--- config.mk ---
export PLATFORM = sky130hd
export DESIGN_NAME = arp_responder_cache_core
export DESIGN_NICKNAME = d
export VERILOG_FILES = /design/src/hw/rtl/arpc_pkg.sv /design/src/hw/rtl/arp_responder_cache_core.sv
export VERILOG_INCLUDE_DIRS = /design/src /design/src/hw/rtl
export SDC_FILE = /design/constraint.sdc
export NUM_CORES = 2
export LEC_CHECK = 0
export BUFFER_PORTS_ARGS = -buffer_cell sky130_fd_sc_hd__buf_2
export CORE_ASPECT_RATIO = 0.6
export CORE_MARGIN = 2
export CORE_UTILIZATION = 31
export CTS_BUF_LIST = sky130_fd_sc_hd__clkbuf_4
export DETAILED_ROUTE_END_ITERATION = 7
export PLACE_DENSITY = 0.53
export SYNTH_ARGS = -nofsm -noshare
export SYNTH_HDL_FRONTEND = slang
export SYNTH_SLANG_ARGS = --single-unit
--- constraint.sdc ---
create_clock -name clk -period 12.2 [get_ports clk]
set_clock_uncertainty 0.2 [all_clocks]
set_input_delay 0.61 -clock clk [delete_from_list [all_inputs] [get_ports clk]]
set_output_delay 0.61 -clock clk [all_outputs]
set_load 0.02 [all_outputs]
--- src/hw/rtl/arp_responder_cache_core_macros.svh ---
// ----------------------------------------------------------------------------
// ARP responder cache assertion macros
// Shared concurrent assertion forms, clocked on the rising edge and
// disabled while the asynchronous reset is asserted.
// ----------------------------------------------------------------------------
`ifndef ARP_RESPONDER_CACHE_CORE_MACROS_SVH
`define ARP_RESPONDER_CACHE_CORE_MACROS_SVH

// Same-cycle implication: whenever ante holds, cons holds too.
`define ARPC_ASSERT_IMPLIES(label, clk, rst_n, ante, cons) \
    label: assert property (@(posedge clk) disable iff (!rst_n) (ante) |-> (cons)) \
        else $error("arpc assertion failed");

// Next-cycle implication: whenever ante holds, cons holds in the next cycle.
`define ARPC_ASSERT_NEXT(label, clk, rst_n, ante, cons) \
    label: assert property (@(posedge clk) disable iff (!rst_n) (ante) |=> (cons)) \
        else $error("arpc assertion failed");

`endif

--- src/hw/rtl/arpc_pkg.sv ---
// ----------------------------------------------------------------------------
// ARP responder cache package
// Types, header constants, opcodes and status codes of the ARP cache core.
// ----------------------------------------------------------------------------
package arpc_pkg;

    // Default number of cache entries
    localparam int ENTRIES_DEF = 16;

    // Configuration register indexes
    localparam logic REG_OWN_MAC = 1'b0;
    localparam logic REG_OWN_IP  = 1'b1;

    // Item kinds
    localparam logic FUNC_PACKET = 1'b0;
    localparam logic FUNC_LOOKUP = 1'b1;

    // Accepted ARP header values
    localparam logic [15:0] HW_TYPE_ETH    = 16'h0001;
    localparam logic [15:0] PROTO_TYPE_IP4 = 16'h0800;
    localparam logic [7:0]  HW_LEN_ETH     = 8'd6;
    localparam logic [7:0]  PROTO_LEN_IP4  = 8'd4;

    // Received opcode of an ARP request
    localparam logic [15:0] ARP_OP_REQUEST = 16'd1;

    // Transmitted opcodes
    localparam logic [1:0] SEND_OP_NONE    = 2'd0;
    localparam logic [1:0] SEND_OP_REQUEST = 2'd1;
    localparam logic [1:0] SEND_OP_REPLY   = 2'd2;

    // Result status codes
    localparam logic [1:0] STATUS_OK       = 2'd0;
    localparam logic [1:0] STATUS_REQ_SENT = 2'd1;
    localparam logic [1:0] STATUS_REJECTED = 2'd2;
    localparam logic [1:0] STATUS_FULL     = 2'd3;

    // Broadcast hardware address
    localparam logic [47:0] MAC_BROADCAST = 48'hFFFF_FFFF_FFFF;

    // Sequencer states
    typedef enum logic [1:0] {
        ST_IDLE,
        ST_SCAN,
        ST_FINISH
    } arpc_state_t;

endpackage

--- src/hw/rtl/arp_responder_cache_core.sv ---
// ----------------------------------------------------------------------------
// ARP responder cache core
// Learns IPv4 to MAC pairs from parsed ARP packets, answers requests for
// this station's address and resolves lookups against the cache.
// ----------------------------------------------------------------------------
// Usage:
//   Command channel: drive func and the packet or lookup fields with start
//   high; the transfer happens at the edge where start is high and busy is
//   low. busy stays high until the result has been registered.
//   Result channel: done pulses for one cycle with all result fields valid;
//   the receiver cannot stall and must take the result in that cycle.
//   Configuration: own_mac and own_ip are written through cfg_we, cfg_index
//   and cfg_data while the core is idle; no read-back.
//   Timing: a packet or lookup walks the cache one entry per cycle through
//   the single registered read port of the entry memory and one shared
//   address comparator. A matching entry ends the walk early, and a rejected
//   header skips the walk. A new start is taken in the cycle done is high,
//   so a new item is taken only after the last one is through.
//   Reset: all entries are marked free and the count is cleared at once;
//   own_mac and own_ip return to zero. No clearing pass is needed.
// ----------------------------------------------------------------------------
`include "arp_responder_cache_core_macros.svh"

module arp_responder_cache_core #(
    parameter int ENTRIES = arpc_pkg::ENTRIES_DEF
) (
    input  logic        clk,
    input  logic        rst_n,
    // configuration write port
    input  logic        cfg_we,
    input  logic        cfg_index,
    input  logic [47:0] cfg_data,
    // command channel
    input  logic        start,
    output logic        busy,
    input  logic        func,
    input  logic [15:0] hw_type,
    input  logic [15:0] proto_type,
    input  logic [7:0]  hw_len,
    input  logic [7:0]  proto_len,
    input  logic [15:0] op_code,
    input  logic [47:0] sender_mac,
    input  logic [31:0] sender_ip,
    input  logic [31:0] target_ip,
    input  logic [31:0] lookup_ip,
    // result channel
    output logic        done,
    output logic        send_valid,
    output logic [1:0]  send_opcode,
    output logic [47:0] send_dest_mac,
    output logic [31:0] send_target_ip,
    output logic        lookup_hit,
    output logic [47:0] lookup_mac,
    output logic [1:0]  status,
    output logic [4:0]  entry_count
);

    localparam int IW = $clog2(ENTRIES);
    localparam int CW = $clog2(ENTRIES + 1);

    // Configuration registers
    logic [47:0] own_mac_reg;
    logic [31:0] own_ip_reg;

    // Sequencer
    arpc_pkg::arpc_state_t state_reg, state_next;

    // Captured command
    logic        func_reg;
    logic        hdr_ok_reg;
    logic [15:0] op_code_reg;
    logic [47:0] sender_mac_reg;
    logic [31:0] sender_ip_reg;
    logic [31:0] target_ip_reg;
    logic [31:0] key_reg;

    // Scan control
    logic [IW:0]   scan_cnt_reg, scan_cnt_next;
    logic          rd_live_reg, rd_live_next;
    logic [IW-1:0] rd_idx_reg;
    logic          hit_reg, hit_next;
    logic [IW-1:0] hit_idx_reg;
    logic [47:0]   hit_mac_reg;
    logic          free_found_reg, free_found_next;
    logic [IW-1:0] free_idx_reg;

    // Cache state
    logic [ENTRIES-1:0] valid_reg, valid_next;
    logic [CW-1:0]      count_reg, count_next;
    logic [31:0]        cache_ip_mem  [ENTRIES];
    logic [47:0]        cache_mac_mem [ENTRIES];
    logic [31:0]        ip_rd_reg;
    logic [47:0]        mac_rd_reg;

    // Memory write controls
    logic          ip_we;
    logic          mac_we;
    logic [IW-1:0] wr_addr;

    // Result registers
    logic        done_reg, done_next;
    logic        send_valid_reg, send_valid_next;
    logic [1:0]  send_opcode_reg, send_opcode_next;
    logic [47:0] send_dest_mac_reg, send_dest_mac_next;
    logic [31:0] send_target_ip_reg, send_target_ip_next;
    logic        lookup_hit_reg, lookup_hit_next;
    logic [47:0] lookup_mac_reg, lookup_mac_next;
    logic [1:0]  status_reg, status_next;
    logic [4:0]  entry_count_reg, entry_count_next;

    logic accept;
    logic hdr_ok_in;
    logic entry_match;
    logic last_entry;
    logic scan_end;
    logic stored;

    assign accept    = start && (state_reg == arpc_pkg::ST_IDLE);
    assign hdr_ok_in = (hw_type == arpc_pkg::HW_TYPE_ETH)
                    && (proto_type == arpc_pkg::PROTO_TYPE_IP4)
                    && (hw_len == arpc_pkg::HW_LEN_ETH)
                    && (proto_len == arpc_pkg::PROTO_LEN_IP4);

    // Shared comparator on the entry read back last cycle
    assign entry_match = rd_live_reg && valid_reg[rd_idx_reg] && (ip_rd_reg == key_reg);
    assign last_entry  = rd_idx_reg == IW'(ENTRIES - 1);
    assign scan_end    = rd_live_reg && (entry_match || last_entry);

    // Next state
    always_comb
    begin
        state_next = state_reg;
        unique case (state_reg)
            arpc_pkg::ST_IDLE:
            begin
                if (start)
                begin
                    if (func == arpc_pkg::FUNC_LOOKUP || hdr_ok_in)
                        state_next = arpc_pkg::ST_SCAN;
                    else
                        state_next = arpc_pkg::ST_FINISH;
                end
            end
            arpc_pkg::ST_SCAN:
            begin
                if (scan_end)
                    state_next = arpc_pkg::ST_FINISH;
            end
            arpc_pkg::ST_FINISH:
            begin
                state_next = arpc_pkg::ST_IDLE;
            end
            default:
            begin
                state_next = arpc_pkg::ST_IDLE;
            end
        endcase
    end

    // Scan datapath: advance the read address, record hit and first free entry
    always_comb
    begin
        scan_cnt_next   = scan_cnt_reg;
        rd_live_next    = 1'b0;
        hit_next        = hit_reg;
        free_found_next = free_found_reg;
        if (accept)
        begin
            scan_cnt_next   = '0;
            hit_next        = 1'b0;
            free_found_next = 1'b0;
        end
        else if (state_reg == arpc_pkg::ST_SCAN && !scan_end)
        begin
            if (scan_cnt_reg < (IW + 1)'(ENTRIES))
            begin
                rd_live_next  = 1'b1;
                scan_cnt_next = scan_cnt_reg + 1'b1;
            end
        end
        if (state_reg == arpc_pkg::ST_SCAN && entry_match)
            hit_next = 1'b1;
        if (state_reg == arpc_pkg::ST_SCAN && rd_live_reg && !valid_reg[rd_idx_reg])
            free_found_next = 1'b1;
    end

    // Finish: update the cache and form the result
    always_comb
    begin
        valid_next          = valid_reg;
        count_next          = count_reg;
        ip_we               = 1'b0;
        mac_we              = 1'b0;
        wr_addr             = hit_idx_reg;
        stored              = 1'b0;
        done_next           = 1'b0;
        send_valid_next     = 1'b0;
        send_opcode_next    = arpc_pkg::SEND_OP_NONE;
        send_dest_mac_next  = '0;
        send_target_ip_next = '0;
        lookup_hit_next     = 1'b0;
        lookup_mac_next     = '0;
        status_next         = arpc_pkg::STATUS_OK;
        if (state_reg == arpc_pkg::ST_FINISH)
        begin
            done_next = 1'b1;
            if (func_reg == arpc_pkg::FUNC_PACKET)
            begin
                if (!hdr_ok_reg)
                    status_next = arpc_pkg::STATUS_REJECTED;
                else if (hit_reg)
                begin
                    mac_we = 1'b1;
                    stored = 1'b1;
                end
                else if (free_found_reg)
                begin
                    wr_addr                 = free_idx_reg;
                    ip_we                   = 1'b1;
                    mac_we                  = 1'b1;
                    valid_next[free_idx_reg] = 1'b1;
                    count_next              = count_reg + 1'b1;
                    stored                  = 1'b1;
                end
                else
                    status_next = arpc_pkg::STATUS_FULL;
                if (stored && op_code_reg == arpc_pkg::ARP_OP_REQUEST
                    && target_ip_reg == own_ip_reg)
                begin
                    send_valid_next     = 1'b1;
                    send_opcode_next    = arpc_pkg::SEND_OP_REPLY;
                    send_dest_mac_next  = sender_mac_reg;
                    send_target_ip_next = sender_ip_reg;
                end
            end
            else
            begin
                if (hit_reg)
                begin
                    lookup_hit_next = 1'b1;
                    lookup_mac_next = hit_mac_reg;
                end
                else
                begin
                    send_valid_next     = 1'b1;
                    send_opcode_next    = arpc_pkg::SEND_OP_REQUEST;
                    send_dest_mac_next  = arpc_pkg::MAC_BROADCAST;
                    send_target_ip_next = key_reg;
                    status_next         = arpc_pkg::STATUS_REQ_SENT;
                end
            end
        end
        entry_count_next = 5'(count_next);
    end

    // Control registers
    always_ff @(posedge clk or negedge rst_n)
    begin
        if (!rst_n)
        begin
            state_reg      <= arpc_pkg::ST_IDLE;
            own_mac_reg    <= '0;
            own_ip_reg     <= '0;
            valid_reg      <= '0;
            count_reg      <= '0;
            scan_cnt_reg   <= '0;
            rd_live_reg    <= 1'b0;
            hit_reg        <= 1'b0;
            free_found_reg <= 1'b0;
            done_reg       <= 1'b0;
        end
        else
        begin
            state_reg      <= state_next;
            valid_reg      <= valid_next;
            count_reg      <= count_next;
            scan_cnt_reg   <= scan_cnt_next;
            rd_live_reg    <= rd_live_next;
            hit_reg        <= hit_next;
            free_found_reg <= free_found_next;
            done_reg       <= done_next;
            if (cfg_we)
            begin
                unique case (cfg_index)
                    arpc_pkg::REG_OWN_MAC: own_mac_reg <= cfg_data;
                    arpc_pkg::REG_OWN_IP:  own_ip_reg  <= cfg_data[31:0];
                    default:               own_ip_reg  <= own_ip_reg;
                endcase
            end
        end
    end

    // Payload registers: capture the command, hit and free positions, result
    always_ff @(posedge clk)
    begin
        if (accept)
        begin
            func_reg       <= func;
            hdr_ok_reg     <= hdr_ok_in;
            op_code_reg    <= op_code;
            sender_mac_reg <= sender_mac;
            sender_ip_reg  <= sender_ip;
            target_ip_reg  <= target_ip;
            key_reg        <= (func == arpc_pkg::FUNC_LOOKUP) ? lookup_ip : sender_ip;
        end
        rd_idx_reg <= scan_cnt_reg[IW-1:0];
        if (state_reg == arpc_pkg::ST_SCAN && entry_match)
        begin
            hit_idx_reg <= rd_idx_reg;
            hit_mac_reg <= mac_rd_reg;
        end
        if (state_reg == arpc_pkg::ST_SCAN && rd_live_reg && !valid_reg[rd_idx_reg]
            && !free_found_reg)
            free_idx_reg <= rd_idx_reg;
        if (state_reg == arpc_pkg::ST_FINISH)
        begin
            send_valid_reg     <= send_valid_next;
            send_opcode_reg    <= send_opcode_next;
            send_dest_mac_reg  <= send_dest_mac_next;
            send_target_ip_reg <= send_target_ip_next;
            lookup_hit_reg     <= lookup_hit_next;
            lookup_mac_reg     <= lookup_mac_next;
            status_reg         <= status_next;
            entry_count_reg    <= entry_count_next;
        end
    end

    // Entry memory: one write port, one registered read port
    always_ff @(posedge clk)
    begin
        if (ip_we)
            cache_ip_mem[wr_addr] <= sender_ip_reg;
        if (mac_we)
            cache_mac_mem[wr_addr] <= sender_mac_reg;
        ip_rd_reg  <= cache_ip_mem[scan_cnt_reg[IW-1:0]];
        mac_rd_reg <= cache_mac_mem[scan_cnt_reg[IW-1:0]];
    end

    assign busy           = state_reg != arpc_pkg::ST_IDLE;
    assign done           = done_reg;
    assign send_valid     = send_valid_reg;
    assign send_opcode    = send_opcode_reg;
    assign send_dest_mac  = send_dest_mac_reg;
    assign send_target_ip = send_target_ip_reg;
    assign lookup_hit     = lookup_hit_reg;
    assign lookup_mac     = lookup_mac_reg;
    assign status         = status_reg;
    assign entry_count    = entry_count_reg;

    // Assertions
    `ARPC_ASSERT_IMPLIES(a_count_matches_valid, clk, rst_n, 1'b1, ($countones(valid_reg) == count_reg))
    `ARPC_ASSERT_NEXT(a_finish_gives_done, clk, rst_n, (state_reg == arpc_pkg::ST_FINISH), (done_reg && !busy))
    `ARPC_ASSERT_NEXT(a_accept_sets_busy, clk, rst_n, (start && !busy), busy)
    `ARPC_ASSERT_IMPLIES(a_hit_clean_result, clk, rst_n, (done && lookup_hit), (!send_valid && status == arpc_pkg::STATUS_OK))
    `ARPC_ASSERT_IMPLIES(a_scan_read_in_range, clk, rst_n, rd_live_reg, (state_reg == arpc_pkg::ST_SCAN))

endmodule

==> results_dict.tcl <==
set metrics [dict create \
    path_delay_family "simple AND/OR/NAND/NOR gates" \
    reg.largest.list "cache_mac_mem: 768 flops, cache_ip_mem: 512 flops" \
    setup_slack_ps 7260 \
    crit_arrival_ps 5520 \
    mostFrequentLayoutCell "edfxtp_1" \
    max-vdd-ir-drop_mv 0.146 \
    synth_fa_ha_area_share_pct 0.0382 \
    vias 33300 \
    grtUsageTotal_pct 15.7 \
    grt.overflow.total 0 \
    dpl_worst_slack_ps 7100 \
    maxCapViolCount 0 \
    top_register "cache_mac_mem" \
    worst-setup-path-type "reg -> reg" \
    start_kind "flop" \
    first_iter_violations 2899 \
    design.core.area_sq_um 210000 \
    synth_flop_cell "edfxtp_1" \
    finalSetupViolations 0 \
    grt_pass1_vias 35100 \
    largest_reg_flops 768 \
    die_area_sq_um 215000 \
    synth_nets 3086 \
    synth_top_family_by_area "multiplexers" \
    final_cell_mix "edfxtp_1, clkbuf_4, dlygate4sd3_1" \
    ys_seq_area_share_pct 80.1 \
    p_per_area_nw_per_um2 192 \
    syn_to_final_growth_pct 23.8 \
    routed_wl_um 172000 \
    fin_crit_ps 4940 \
    antenna_left 0 \
    portBuffers 386 \
    n_fill_cell 19000 \
    postSynthCellCount 2822 \
    clk_latency_ps 1200 \
    clock.fmax_ghz 0.202 \
    first_pass_iters 5 \
    path_cells "buf_4 -> o21ai_0 -> nor2_1 -> and2_1 -> o21ai_0 -> nor2_4 -> buf_4" \
    initial_core_util_pct 31.2 \
    wl_per_cell_um 24.1 \
    die_x_um 597 \
    antenna_found_initial 10 \
    synth_area_per_cell_sq_um 23.2 \
    required_ps 12780 \
    yosysWarnings 0 \
    path_clk_slew_ps 70 \
    grt_max_degree 101 \
    drive_above_1_share_pct 38.2 \
    cts_made_buffers 419 \
    die_h_um 360 \
    ios 403 \
    grt_setup_unrepaired "no" \
    cts_num_sinks 1785 \
    crit_buf_inv 2 \
    async_reset_ff_share_pct 3.59 \
    fin_nets 4260 \
    cts_tree "yes" \
    cts_root_buf "clkbuf_4" \
    critical_path.max_fanout 37 \
    synth_xor_area_share_pct 0.897 \
    vias_per_cell 4.67 \
    tightest_slew_ps 1340 \
    synthMuxAreaShare_pct 15.1 \
    netlist_area_sq_um 65400 \
    crit_slowest_cell "nor2_4" \
    cpPeakStageDelay_ps 990 \
    htree_levels 5 \
    yosys.area_share.simple_pct 2.31 \
    cp-end-kind "flop" \
    cts_max_path_buffers 4 \
    drv_slew 0 \
    hpwl_um 88500 \
    yosys.cell_types.count 50 \
    place_congestion 0.729 \
    hold_viol_final 0 \
    hold_path.class "reg -> reg" \
    synth-edff-count 1637 \
    synth-seq-cells 1785 \
    finalCritPeriodShare_pct 40.5 \
    drcViolationCount 0 \
    outcome "completed" \
    rows 130 \
    finalSetupTns_ps 0 \
    cts_setup_buffers 0 \
    synth-compound-area-share_pct 0.646 \
    slew_headroom_pct 9.78 \
    grt_pass1_wl_um 246000 \
    p_leak_nw 27.1 \
]
-- power by group --
part / internal, mW / switching [mW]
Combinational: 1.37 / 1.35
Sequential: 7.39 / 0.498
Clock: 2.55 / 2.40
Total: 11.3 / 4.25
-- cell usage after synthesis, drive strengths merged, types with 5 or more instances --
master / instances / share of area [%]
nand3: 8 / 0.061
nand4: 15 / 0.14
mux2: 65 / 1.1
xor2: 16 / 0.21
xnor2: 51 / 0.68
dfrtp: 64 / 2.4
mux4: 404 / 14
clkbuf: 85 / 0.49
buf: 46 / 0.34
inv: 8 / 0.046
nand2b: 5 / 0.048
nand2: 117 / 0.67
dfxtp: 84 / 2.6
nor2: 45 / 0.26
a22o: 31 / 0.41
nor4: 18 / 0.17
o21ai: 9 / 0.069
edfxtp: 1637 / 75
or2: 22 / 0.21
and3: 48 / 0.46
-- final cells by class --
| cell class | count | area [sq um] | area share [%] |
|---|---|---|---|
| Sequential cell | 1785 | 52500 | 64.8 |
| Multi-Input combinational cell | 898 | 12700 | 15.7 |
| Timing Repair Buffer | 884 | 6800 | 8.39 |
| Clock buffer | 651 | 4890 | 6.03 |
| Tap cell | 2772 | 3470 | 4.28 |
| Clock inverter | 116 | 639 | 0.789 |
| Inverter | 8 | 37.5 | 0.0463 |
| Antenna cell | 10 | 25.0 | 0.0309 |
-- through the flow --
step	std cells	utilization (%)	area (sq um)	hold WS, ps	total power [mW]
2_1_floorplan	2822	-	65400	114	9.76
3_5_place_dp	5910	33.9	71100	189	10.7
6_report	7124	38.7	81000	196	15.6
3_3_place_gp	5910	33.9	71100	186	10.7
5_1_grt	7117	38.7	81000	122	16.3
4_1_cts	7114	38.7	81000	1.84	15.8
-- timing repair --
item / CTS / global route
hold buffers: 437 / 0
resized for setup: 0 / 0
setup endpoints to repair: 0 / 0
endpoints found under the hold margin: 267 / 0
-- worst paths after layout --
| path | start | end | slack [ps] | depth (start not counted) |
|---|---|---|---|---|
| worst max-delay path | hit_reg$_DFFE_PN0P_ | cache_mac_mem[2][33]$_DFFE_PP_ | 7260 | 7 |
| worst min-delay path | mac_rd_reg[23]$_DFF_P_ | hit_mac_reg[23]$_DFFE_PP_ | 200 | 0 |
| worst max register to register | hit_reg$_DFFE_PN0P_ | cache_mac_mem[2][33]$_DFFE_PP_ | 7260 | 7 |
| worst min register to register | mac_rd_reg[23]$_DFF_P_ | hit_mac_reg[23]$_DFFE_PP_ | 200 | 0 |
| max in group asynchronous | rst_n | own_ip_reg[6]$_DFFE_PN0P_ | 11020 | 4 |
| min in group asynchronous | rst_n | valid_reg[8]$_DFFE_PN0P_ | 360 | 4 |
-- layer usage --
metal	part of all wire, %	up-vias	routed length, um	GRT usage [%]
met1	46	17500	79900	22.8
met4	1.8	2	3160	4.42
met2	45	1114	77500	23.6
met5	0.0070	-	12	0
li1	-	14400	-	-
met3	6.6	260	11300	3.65
-- kinds of logic (layout without fill, tap and decap cells) --
logic type	count (synthesis)	in the layout
compound gates	54	54
xor+xnor	67	67
fa+ha+maj	2	2
buf+inv	139	1659
flops	1785	1785
mux	473	473
other cells	0	10
simple gates	302	302
-- worst register-to-register path: stages (launching register included) --
cell,delay [ps]
dfrtp_2,620
buf_4,550
o21ai_0,220
nor2_1,470
and2_1,270
o21ai_0,440
nor2_4,1000
buf_4,710
No activity file was read; power rests on OpenSTA's default activity.
